### src/sv/swrl_pkg.sv
`timescale 1ns / 1ps
`default_nettype none

package swrl_pkg;

   // Stream and register port widths
   localparam int USER_ID_W   = 8;
   localparam int REQ_TIME_W  = 32;
   localparam int REQ_DATA_W  = 40;
   localparam int RSP_DATA_W  = 8;
   localparam int CSR_INDEX_W = 1;
   localparam int CSR_DATA_W  = 16;
   localparam int MAX_REQ_W   = 4;
   localparam int WINDOW_W    = 16;

   // Depth of the queue between front and back
   localparam int QUEUE_DEPTH = 2;

   // Register indexes
   localparam logic [CSR_INDEX_W-1:0] REG_MAX_REQUESTS  = 1'b0;
   localparam logic [CSR_INDEX_W-1:0] REG_WINDOW_LENGTH = 1'b1;

   // Register reset values
   localparam logic [MAX_REQ_W-1:0] MAX_REQUESTS_RESET  = 4'd1;
   localparam logic [WINDOW_W-1:0]  WINDOW_LENGTH_RESET = 16'd60;

   typedef struct packed {
      logic [MAX_REQ_W-1:0] max_requests;
      logic [WINDOW_W-1:0]  window_length;
   } cfg_type;

   typedef enum logic [2:0] {
      BK_CLEAR,
      BK_IDLE,
      BK_COMPARE,
      BK_SCAN,
      BK_UPDATE
   } back_state_type;

endpackage

`default_nettype wire

### src/sv/swrl_queue.sv
`timescale 1ns / 1ps
`default_nettype none

module swrl_queue #(
   parameter int DATA_W = 40
) (
   input  wire logic              clock,
   input  wire logic              reset,
   input  wire logic              push,
   input  wire logic [DATA_W-1:0] push_data,
   output logic                   full,
   input  wire logic              pop,
   output logic [DATA_W-1:0]      pop_data,
   output logic                   empty
);
   import swrl_pkg::*;

   localparam int PW = (QUEUE_DEPTH > 1) ? $clog2(QUEUE_DEPTH) : 1;
   localparam int CW = $clog2(QUEUE_DEPTH + 1);

   logic [DATA_W-1:0] slot_ff [QUEUE_DEPTH];
   logic [PW-1:0]     wr_ptr_ff, wr_ptr_in;
   logic [PW-1:0]     rd_ptr_ff, rd_ptr_in;
   logic [CW-1:0]     count_ff,  count_in;

   assign full     = (count_ff == CW'(QUEUE_DEPTH));
   assign empty    = (count_ff == '0);
   assign pop_data = slot_ff[rd_ptr_ff];

   // Advance pointers and track fill level
   always_comb begin
      wr_ptr_in = wr_ptr_ff;
      rd_ptr_in = rd_ptr_ff;
      count_in  = count_ff;
      if (push) begin
         wr_ptr_in = (wr_ptr_ff == PW'(QUEUE_DEPTH - 1)) ? '0 : wr_ptr_ff + 1'b1;
      end
      if (pop) begin
         rd_ptr_in = (rd_ptr_ff == PW'(QUEUE_DEPTH - 1)) ? '0 : rd_ptr_ff + 1'b1;
      end
      if (push && !pop) begin
         count_in = count_ff + 1'b1;
      end else if (pop && !push) begin
         count_in = count_ff - 1'b1;
      end
   end

   always_ff @(posedge clock) begin
      if (reset) begin
         wr_ptr_ff <= '0;
         rd_ptr_ff <= '0;
         count_ff  <= '0;
      end else begin
         wr_ptr_ff <= wr_ptr_in;
         rd_ptr_ff <= rd_ptr_in;
         count_ff  <= count_in;
      end
   end

   // Store the incoming request
   always_ff @(posedge clock) begin
      if (push) begin
         slot_ff[wr_ptr_ff] <= push_data;
      end
   end

endmodule

`default_nettype wire

### config.mk
export PLATFORM = sky130hd
export DESIGN_NAME = swrl_queue
export DESIGN_NICKNAME = d
export VERILOG_FILES = /design/src/sv/swrl_pkg.sv /design/src/sv/swrl_queue.sv
export SDC_FILE = /design/constraint.sdc
export NUM_CORES = 1
export LEC_CHECK = 0
export BUFFER_PORTS_ARGS = -buffer_cell sky130_fd_sc_hd__buf_2
export CAP_MARGIN = 25
export CORE_MARGIN = 2
export CORE_UTILIZATION = 51
export DETAILED_ROUTE_END_ITERATION = 12
export PLACE_DENSITY_LB_ADDON = 0.12
export SLEW_MARGIN = 20
export SYNTH_ARGS = -nofsm -noshare
export SYNTH_HDL_FRONTEND = slang
export SYNTH_SLANG_ARGS = --single-unit
export TNS_END_PERCENT = 30
### constraint.sdc
create_clock -name clock -period 3.6 [get_ports clock]
set_input_delay 0.72 -clock clock [delete_from_list [all_inputs] [get_ports clock]]
set_output_delay 0.72 -clock clock [all_outputs]
set_load 0.1 [all_outputs]
==> results of run 1 <==
-- kinds of logic after synthesis --
| logic type | Yosys count | synth area share |
|---|---|---|
| compound gates | 2 | 0.00325 |
| xor+xnor | 4 | 0.0114 |
| fa+ha+maj | 1 | 0.00406 |
| buf+inv | 5 | 0.00772 |
| flops | 85 | 0.812 |
| mux | 40 | 0.146 |
| simple gates | 9 | 0.0150 |
-- Yosys cell counts (2+ instances only) --
cell type	count	area [sq um]
nor2_1	5	18.8
mux2_2	40	450
edfxtp_1	80	2400
xnor2_1	2	17.5
buf_2	4	20.0
dfxtp_1	5	100
xor2_1	2	17.5
-- routing by layer --
layer,global-route usage,up-vias,share of wire
met5,0,-,0
met2,0.257,54,0.53
met4,0.100,0,0.012
met1,0.169,732,0.39
li1,-,752,-
met3,0.0418,6,0.063
-- power by group --
| group | switching [mW] | total (mW) | internal (mW) |
|---|---|---|---|
| logic | 0.473 | 0.585 | 0.112 |
| registers | 0.0330 | 1.18 | 1.15 |
| clock network | 0.311 | 0.630 | 0.319 |
| total | 0.817 | 2.40 | 1.58 |
-- cells in the final DEF (no fill, tap or decap) --
cell / synthesis / routed
a21oi_1: 1 / 1
and2_2: 0 / 1
and2b_2: 1 / 1
buf_2: 4 / 85
buf_4: 0 / 1
bufinv_16: 0 / 1
clkbuf_1: 0 / 1
clkbuf_8: 0 / 9
clkinv_2: 0 / 2
clkinv_4: 0 / 1
clkinvlp_4: 0 / 2
dfxtp_1: 5 / 4
dfxtp_2: 0 / 1
edfxtp_1: 80 / 80
ha_1: 1 / 1
inv_1: 1 / 1
mux2_2: 40 / 40
nor2_1: 5 / 5
nor2b_4: 0 / 1
o21ai_0: 1 / 1
or3_1: 1 / 1
xnor2_1: 2 / 2
xor2_1: 2 / 2
-- final cells by class --
class,instances,area share
well taps,75,0.0248
clock inverters,6,0.0168
clock buffers,10,0.0337
flip-flops and latches,85,0.661
inverters,1,0.000991
repair buffers,86,0.114
multi-input cells,56,0.149
-- final timing paths --
check / from / end / slack [ns] / depth (start not counted)
hold reg to reg: rd_ptr_ff / flop / 0.54 / 2
setup / recovery: flop / pop_data[19] / 0.85 / 2
hold / removal: rd_ptr_ff / flop / 0.54 / 2
setup reg to reg: wr_ptr_ff / slot_ff[1][11] / 2.00 / 1
-- through the flow --
| step | util | cells | instance area, sq um | power [mW] |
|---|---|---|---|---|
| finish | 0.644 | 319 | 3790 | 2.40 |
| global route | 0.644 | 319 | 3790 | 2.49 |
| CTS | 0.644 | 319 | 3790 | 2.42 |
| detailed placement | 0.611 | 303 | 3600 | 1.79 |
| global placement | 0.611 | 303 | 3600 | 1.78 |
| floorplan | - | 146 | 3080 | 1.70 |
-- state kept, by name, indices dropped and copies added (netlist names), named ones only --
signal / cells
rd_ptr_ff: 1
wr_ptr_ff: 1
slot_ff: 80
count_ff: 2
==> flow_summary.ini, run 1 <==
[critical_path]
crit_buf_inv = 1
crit_path_max_fanout = 40
path_class = reg -> out
crit_path_cell_trace = mux2_2 -> buf_2
max_stage_delay_ns = 0.95
worstPathRequired_ns = 2.88
worst_path_dominant_cell_family = flip-flops
worst_setup_path_end_kind = output port
cp-start-kind = flop
critPathSlowestCell = dfxtp_2
cp_data_arrival_time_ns = 2.03

[placed_design]
place_worst_setup_slack_ns = 1.17
dp.final_hpwl_um = 3140
buffers_on_ports = 85
place_congestion = 0.689

[routing]
vias_per_cell = 4.84
detailedRoute.firstIterationViolations = 104
route.detailed.wl_per_inst_um = 14.9
initial_drt_pass_iterations = 4
finalWirelength_um = 4760
postRouteAntennaNets = 0
remaining_drc_errors = 0
route.vias.total = 1544

[grt]
grt_first_pass_wirelength_um = 7150
number_of_global_route_vias_before_repair = 1550
gr-total-overflow = 0
antenna_found_initial = 0
grtUsageTotal = 0.152
grt_start_max_net_pins = 41

[clock_network]
tritoncts.num_buffers = 9
cts_root_buf = clkbuf_8
post_cts_setup_driven_buffer_insertion_count = 0
postCtsResizedCells = 0
cts-htree-levels = 3
holdBufCountCts = 0
clkLatencyLatePin_ns = 0.34
clock-sinks = 85
tritoncts = done
clock_tree.buffer_depth = 2
cts.clk_slew.worst_paths_ns = 0.07

[timing]
fin_setup_tns_ns = 0
clock_skew_ns = 0.00433
grt_setup_unrepaired = false
max_clock_freq_ghz = 0.363
final-setup-viol-count = 0
timing.final.hold_violations = 0
tightestPinTransition_ns = 0.935
relative_slew_margins = 0.377
period_needed_ns = 2.75
timing_max_transition_violations_final = 0
timing.final.ws_setup_ns = 0.848
hold-worst-slack_ns = 0.538
ratio_of_final_minimum_period_to_clock_period = 0.764

[synth]
synth_edf_count = 80
post_synth_inst_count = 146
postSynthNetCount = 191
async_flop_share = 0
synth_area_per_cell_sq_um = 21.1
synth_cell_type_count = 15
syn_area_sq_mm = 0.00308
synth_sequential_area_ratio = 0.812
main_flop_type_after_synthesis = edfxtp_1
synth_seq_cells = 85
yosysWarnings = 0

[finish]
multi_input_comb_area_sq_um = 563
relative_area_change_from_synthesis_to_final_layout_pct = 23.0
layout.nets = 284
num-fill-cells = 440
share_of_post_route_cells_with_drive_strength_above_1 = 0.594
ff_latch_area_sq_mm = 0.00250
diodes = 0

[floorplanning]
die_area_sq_mm = 0.00668
initial_core_utilization = 0.523
ios = 86
placeable_core_region_sq_mm = 0.00589
fp.dieW_um = 81.7
die_height_um = 81.7
std_cell_rows = 28

[min_path]
hold_path.class = reg -> reg

[run]
maxCapViolations = 0

[pwr]
power_per_cell_area_mw_per_mm2 = 633
power_leakage_nw = 1.43
peakVddDrop_uv = 534

[run_status]
run_status = completed
Note: power is estimated with default switching activity, not from simulation.
==> inputs of run 2 (changes only) <==
==> constraint.sdc (replaced) <==
create_clock -name clock -period 2.8 [get_ports clock]
set_input_delay 0.56 -clock clock [delete_from_list [all_inputs] [get_ports clock]]
set_output_delay 0.56 -clock clock [all_outputs]
set_load 0.1 [all_outputs]
==> flow_summary.ini, run 2 (synthesis gave the netlist of run 1 again) <==
[floorplanning]
initial_core_utilization = 0.523
std_cell_rows = 28
die_height_um = 81.7
die_area_sq_mm = 0.00668
fp.dieW_um = 81.7
placeable_core_region_sq_mm = 0.00589
ios = 86

[grt]
number_of_global_route_vias_before_repair = 1637
antenna_found_initial = 0
gr-total-overflow = 0
grtUsageTotal = 0.165
grt_first_pass_wirelength_um = 7780
grt_start_max_net_pins = 26

[routing]
route.vias.total = 1584
finalWirelength_um = 5180
route.detailed.wl_per_inst_um = 16.1
remaining_drc_errors = 0
initial_drt_pass_iterations = 4
postRouteAntennaNets = 0
vias_per_cell = 4.93
detailedRoute.firstIterationViolations = 88

[timing]
clock_skew_ns = 0.00485
max_clock_freq_ghz = 0.418
relative_slew_margins = 0.657
tightestPinTransition_ns = 0.514
timing.final.hold_violations = 0
ratio_of_final_minimum_period_to_clock_period = 0.854
grt_setup_unrepaired = false
timing_max_transition_violations_final = 0
period_needed_ns = 2.39
hold-worst-slack_ns = 0.401
final-setup-viol-count = 0
fin_setup_tns_ns = 0

[run]
maxCapViolations = 0

[critical_path]
critPathSlowestCell = dfxtp_2
crit_path_cell_trace = buf_12 -> mux2_2 -> buf_2
crit_path_max_fanout = 25
timing.reg2reg.worst_path_depth = 2
worst_setup_path_end_kind = output port
max_stage_delay_ns = 0.59
reg2reg_setup_slack_ns = 1.37
cp-start-kind = flop
path_class = reg -> out
cp_data_arrival_time_ns = 1.83
worstPathRequired_ns = 2.24
worstSetupPathDepth = 3
crit_buf_inv = 2
worst_path_dominant_cell_family = flip-flops

[placed_design]
dp.final_hpwl_um = 3490
buffers_on_ports = 85
place_congestion = 0.678

[clock_network]
clock-sinks = 85
cts.clk_slew.worst_paths_ns = 0.08
holdBufCountCts = 0
cts_root_buf = clkbuf_8
clkLatencyLatePin_ns = 0.34
tritoncts.num_buffers = 9
tritoncts = done
clock_tree.buffer_depth = 2
postCtsResizedCells = 0
cts-htree-levels = 3
post_cts_setup_driven_buffer_insertion_count = 0

[pwr]
power.share.combinational = 0.242
power_leakage_nw = 1.47
switchingPower_mw = 1.09
internal_power_mw = 2.14
power.sequential.fraction = 0.468
swShare = 0.337
design_power_total_mw = 3.23
power_per_cell_area_mw_per_mm2 = 833
power_frac_clock = 0.290
peakVddDrop_uv = 503

[finish]
reg_top3 = slot_ff x80, count_ff x2
layout.nets = 286
largest_register_ffs = 80
share_of_post_route_cells_with_drive_strength_above_1 = 0.602
largest-register = slot_ff
relative_area_change_from_synthesis_to_final_layout_pct = 25.7
final_cell_mix = buf_2 (85), edfxtp_1 (80), mux2_2 (40)
most_common_cell_after_layout_fill_and_taps_aside = buf_2
diodes = 0

[min_path]
hold_path.class = in -> reg
worst_hold_path_cells = 1

[run_status]
run_status = completed
-- run 2: changes by cell type in the layout (fill, tap and decap cells not counted) --
cell        previous run  this run
buf_12                 0         3
buf_4                  1         0
bufinv_16              1         2
clkbuf_1               1         0
clkinv_2               2         1
clkinv_4               1         2
clkinvlp_4             2         1
inv_6                  0         1
-- run 2: stage by stage --
step                      instances  utilization  setup slack [ns]  instance area, sq um
after global routing            321        0.658             0.315                  3870
after floorplan                 146            -           0.00854                  3080
after detailed placement        305        0.620             0.764                  3650
after CTS                       321        0.658             0.379                  3870
final                           321        0.658             0.408                  3870
after global placement          305        0.620             0.794                  3650
-- run 2: worst register-to-register path, cell delays in order, from the launching register on --
cell,delay (ns)
dfxtp_1,0.42
and2_2,0.46
buf_12,0.25
-- run 2: final timing paths --
path | from | end
min | push_data[30] | slot_ff[0][30]
min reg2reg | rd_ptr_ff | flop
max reg2reg | wr_ptr_ff | slot_ff[1][24]
max | flop | pop_data[33]
-- run 2: layer usage --
layer  global-route usage  vias to the layer above  part of all wire
met3               0.0637                       11             0.071
met1                0.192                      766              0.39
li1                     -                      751                 -
met2                0.271                       56              0.52
met4               0.0733                        0             0.017
met5                    0                        -                 0
-- run 2: cell type report --
cell class              instances  area, sq um
inverters                       1         3.75
fillers                       428         2010
flip-flops and latches         85         2500
multi-input cells              56          563
repair buffers                 88          485
clock inverters                 7         98.8
well taps                      75         93.8
clock buffers                   9          124
-- run 2: power by group through the flow --
stage                     combinational [mW]  clock [mW]  sequential, mW
final                                  0.782       0.936            1.51
after global routing                   0.810        1.01            1.52
after CTS                              0.788       0.958            1.51
after detailed placement               0.785           0            1.54
after global placement                 0.775           0            1.53
after floorplan                        0.656           0            1.52
==> inputs of run 3 (changes only) <==
--- a/config.mk
+++ b/config.mk
@@ -7,8 +7,9 @@
 export LEC_CHECK = 0
 export BUFFER_PORTS_ARGS = -buffer_cell sky130_fd_sc_hd__buf_2
 export CAP_MARGIN = 25
-export CORE_MARGIN = 2
-export CORE_UTILIZATION = 51
+export CELL_PAD_IN_SITES_DETAIL_PLACEMENT = 1
+export CELL_PAD_IN_SITES_GLOBAL_PLACEMENT = 2
+export CORE_UTILIZATION = 37
 export DETAILED_ROUTE_END_ITERATION = 12
 export PLACE_DENSITY_LB_ADDON = 0.12
 export SLEW_MARGIN = 20
==> flow_summary.ini, run 3 (synthesis gave the netlist of run 1 again) <==
[finish]
post-route-util = 0.490
largest-register = slot_ff
share_of_post_route_cells_with_drive_strength_above_1 = 0.591
num-fill-cells = 770
reg_top3 = slot_ff x80, count_ff x2
instances_no_fill = 349
final_cell_mix = buf_2 (85), edfxtp_1 (80), mux2_2 (40)
relative_area_change_from_synthesis_to_final_layout_pct = 25.6
most_common_cell_after_layout_fill_and_taps_aside = buf_2
largest_register_ffs = 80
layout.nets = 287
diodes = 0

[timing]
ratio_of_final_minimum_period_to_clock_period = 0.842
final-setup-viol-count = 0
relative_slew_margins = 0.671
timing_max_transition_violations_final = 0
fin_setup_tns_ns = 0
timing.final.hold_violations = 0
hold-worst-slack_ns = 0.408
max_clock_freq_ghz = 0.424
period_needed_ns = 2.36
clock_skew_ns = 0.00737
grt_setup_unrepaired = false
tightestPinTransition_ns = 0.497

[routing]
route.detailed.wl_per_inst_um = 15.9
route.vias.total = 1616
remaining_drc_errors = 0
detailedRoute.firstIterationViolations = 73
vias_per_cell = 4.63
finalWirelength_um = 5550
postRouteAntennaNets = 0
initial_drt_pass_iterations = 4

[clock_network]
tritoncts.num_buffers = 9
clock-sinks = 85
post_cts_setup_driven_buffer_insertion_count = 0
cts-htree-levels = 3
clkLatencyLatePin_ns = 0.33
postCtsResizedCells = 0
tritoncts = done
cts.clk_slew.worst_paths_ns = 0.08
clock_tree.buffer_depth = 2
holdBufCountCts = 0
cts_root_buf = clkbuf_8

[pwr]
internal_power_mw = 2.04
power.share.combinational = 0.253
power_frac_clock = 0.261
power_leakage_nw = 1.46
power.sequential.fraction = 0.486
switchingPower_mw = 1.06
peakVddDrop_uv = 319
power_per_cell_area_mw_per_mm2 = 802
swShare = 0.341

[grt]
antenna_found_initial = 0
gr-max-usage-layer = met2
global_route.usage.met3 = 0.0333
grt.met2_usage = 0.259
use_met1 = 0.146
number_of_global_route_vias_before_repair = 1750
grtUsageTotal = 0.138
grt_start_max_net_pins = 28
grt_first_pass_wirelength_um = 8690
gr-total-overflow = 0

[floorplanning]
placeable_core_region_sq_mm = 0.00789
initial_core_utilization = 0.391
std_cell_rows = 32
fp.dieW_um = 93.2
die_height_um = 93.2
ios = 86
die_area_sq_mm = 0.00869

[critical_path]
reg2reg_from = wr_ptr_ff
cp-start-kind = flop
cp_data_arrival_time_ns = 1.80
crit_path_cell_trace = buf_12 -> mux2_2 -> buf_2
worstPathRequired_ns = 2.24
critPathSlowestCell = dfxtp_2
worst_path_dominant_cell_family = flip-flops
crit_buf_inv = 2
crit_path_max_fanout = 27
path_class = reg -> out
worst_setup_path_end_kind = output port
max_stage_delay_ns = 0.56

[placed_design]
post-place-cells = 333
place_congestion = 0.750
dp.final_hpwl_um = 4030
buffers_on_ports = 85

[min_path]
hp-start = push_data[7]
hold_path.class = in -> reg

[run]
maxCapViolations = 0

[run_status]
run_status = completed
==> run 3: cell count changes in the layout (fill, tap and decap cells not counted), sizes merged <==
cell    before  now
buf         88   89
bufinv       2    1
clkbuf       9   10
==> run 3: path summary, 6_finish.rpt <==
check	end	slack, ns	depth (start not counted)
max	pop_data[19]	0.44	3
min	slot_ff[0][7]	0.41	1
max reg2reg	slot_ff[1][1]	1.32	2
min reg2reg	rd_ptr_ff	0.52	2
==> run 3: per-stage QoR <==
step | setup slack (ns) | area, sq um | total power, mW
after floorplan | 0.00854 | 3080 | 2.18
after global placement | 0.804 | 3680 | 2.31
after detailed placement | 0.768 | 3680 | 2.33
after CTS | 0.387 | 3870 | 3.15
after global routing | 0.344 | 3870 | 3.21
final | 0.442 | 3870 | 3.10
==> run 3: power by group through the flow <==
stage | Sequential, mW | Clock [mW] | Combinational, mW
global route | 1.52 | 0.883 | 0.812
global placement | 1.53 | 0 | 0.780
floorplan | 1.52 | 0 | 0.656
detailed placement | 1.54 | 0 | 0.792
CTS | 1.51 | 0.845 | 0.794
finish | 1.51 | 0.810 | 0.784
==> run 3: routing by layer <==
layer,share of wire,vias up
met1,0.39,797
met4,0.013,0
met2,0.54,48
met3,0.048,8
li1,-,763
met5,0,-
==> run 3: layout make-up <==
cell class              instances  area [sq um]  area share
clock buffers                  10           128      0.0330
inverters                       1          3.75    0.000970
well taps                     102           128      0.0330
multi-input cells              56           563       0.146
flip-flops and latches         85          2500       0.647
repair buffers                 89           480       0.124
clock inverters                 6          62.6      0.0162
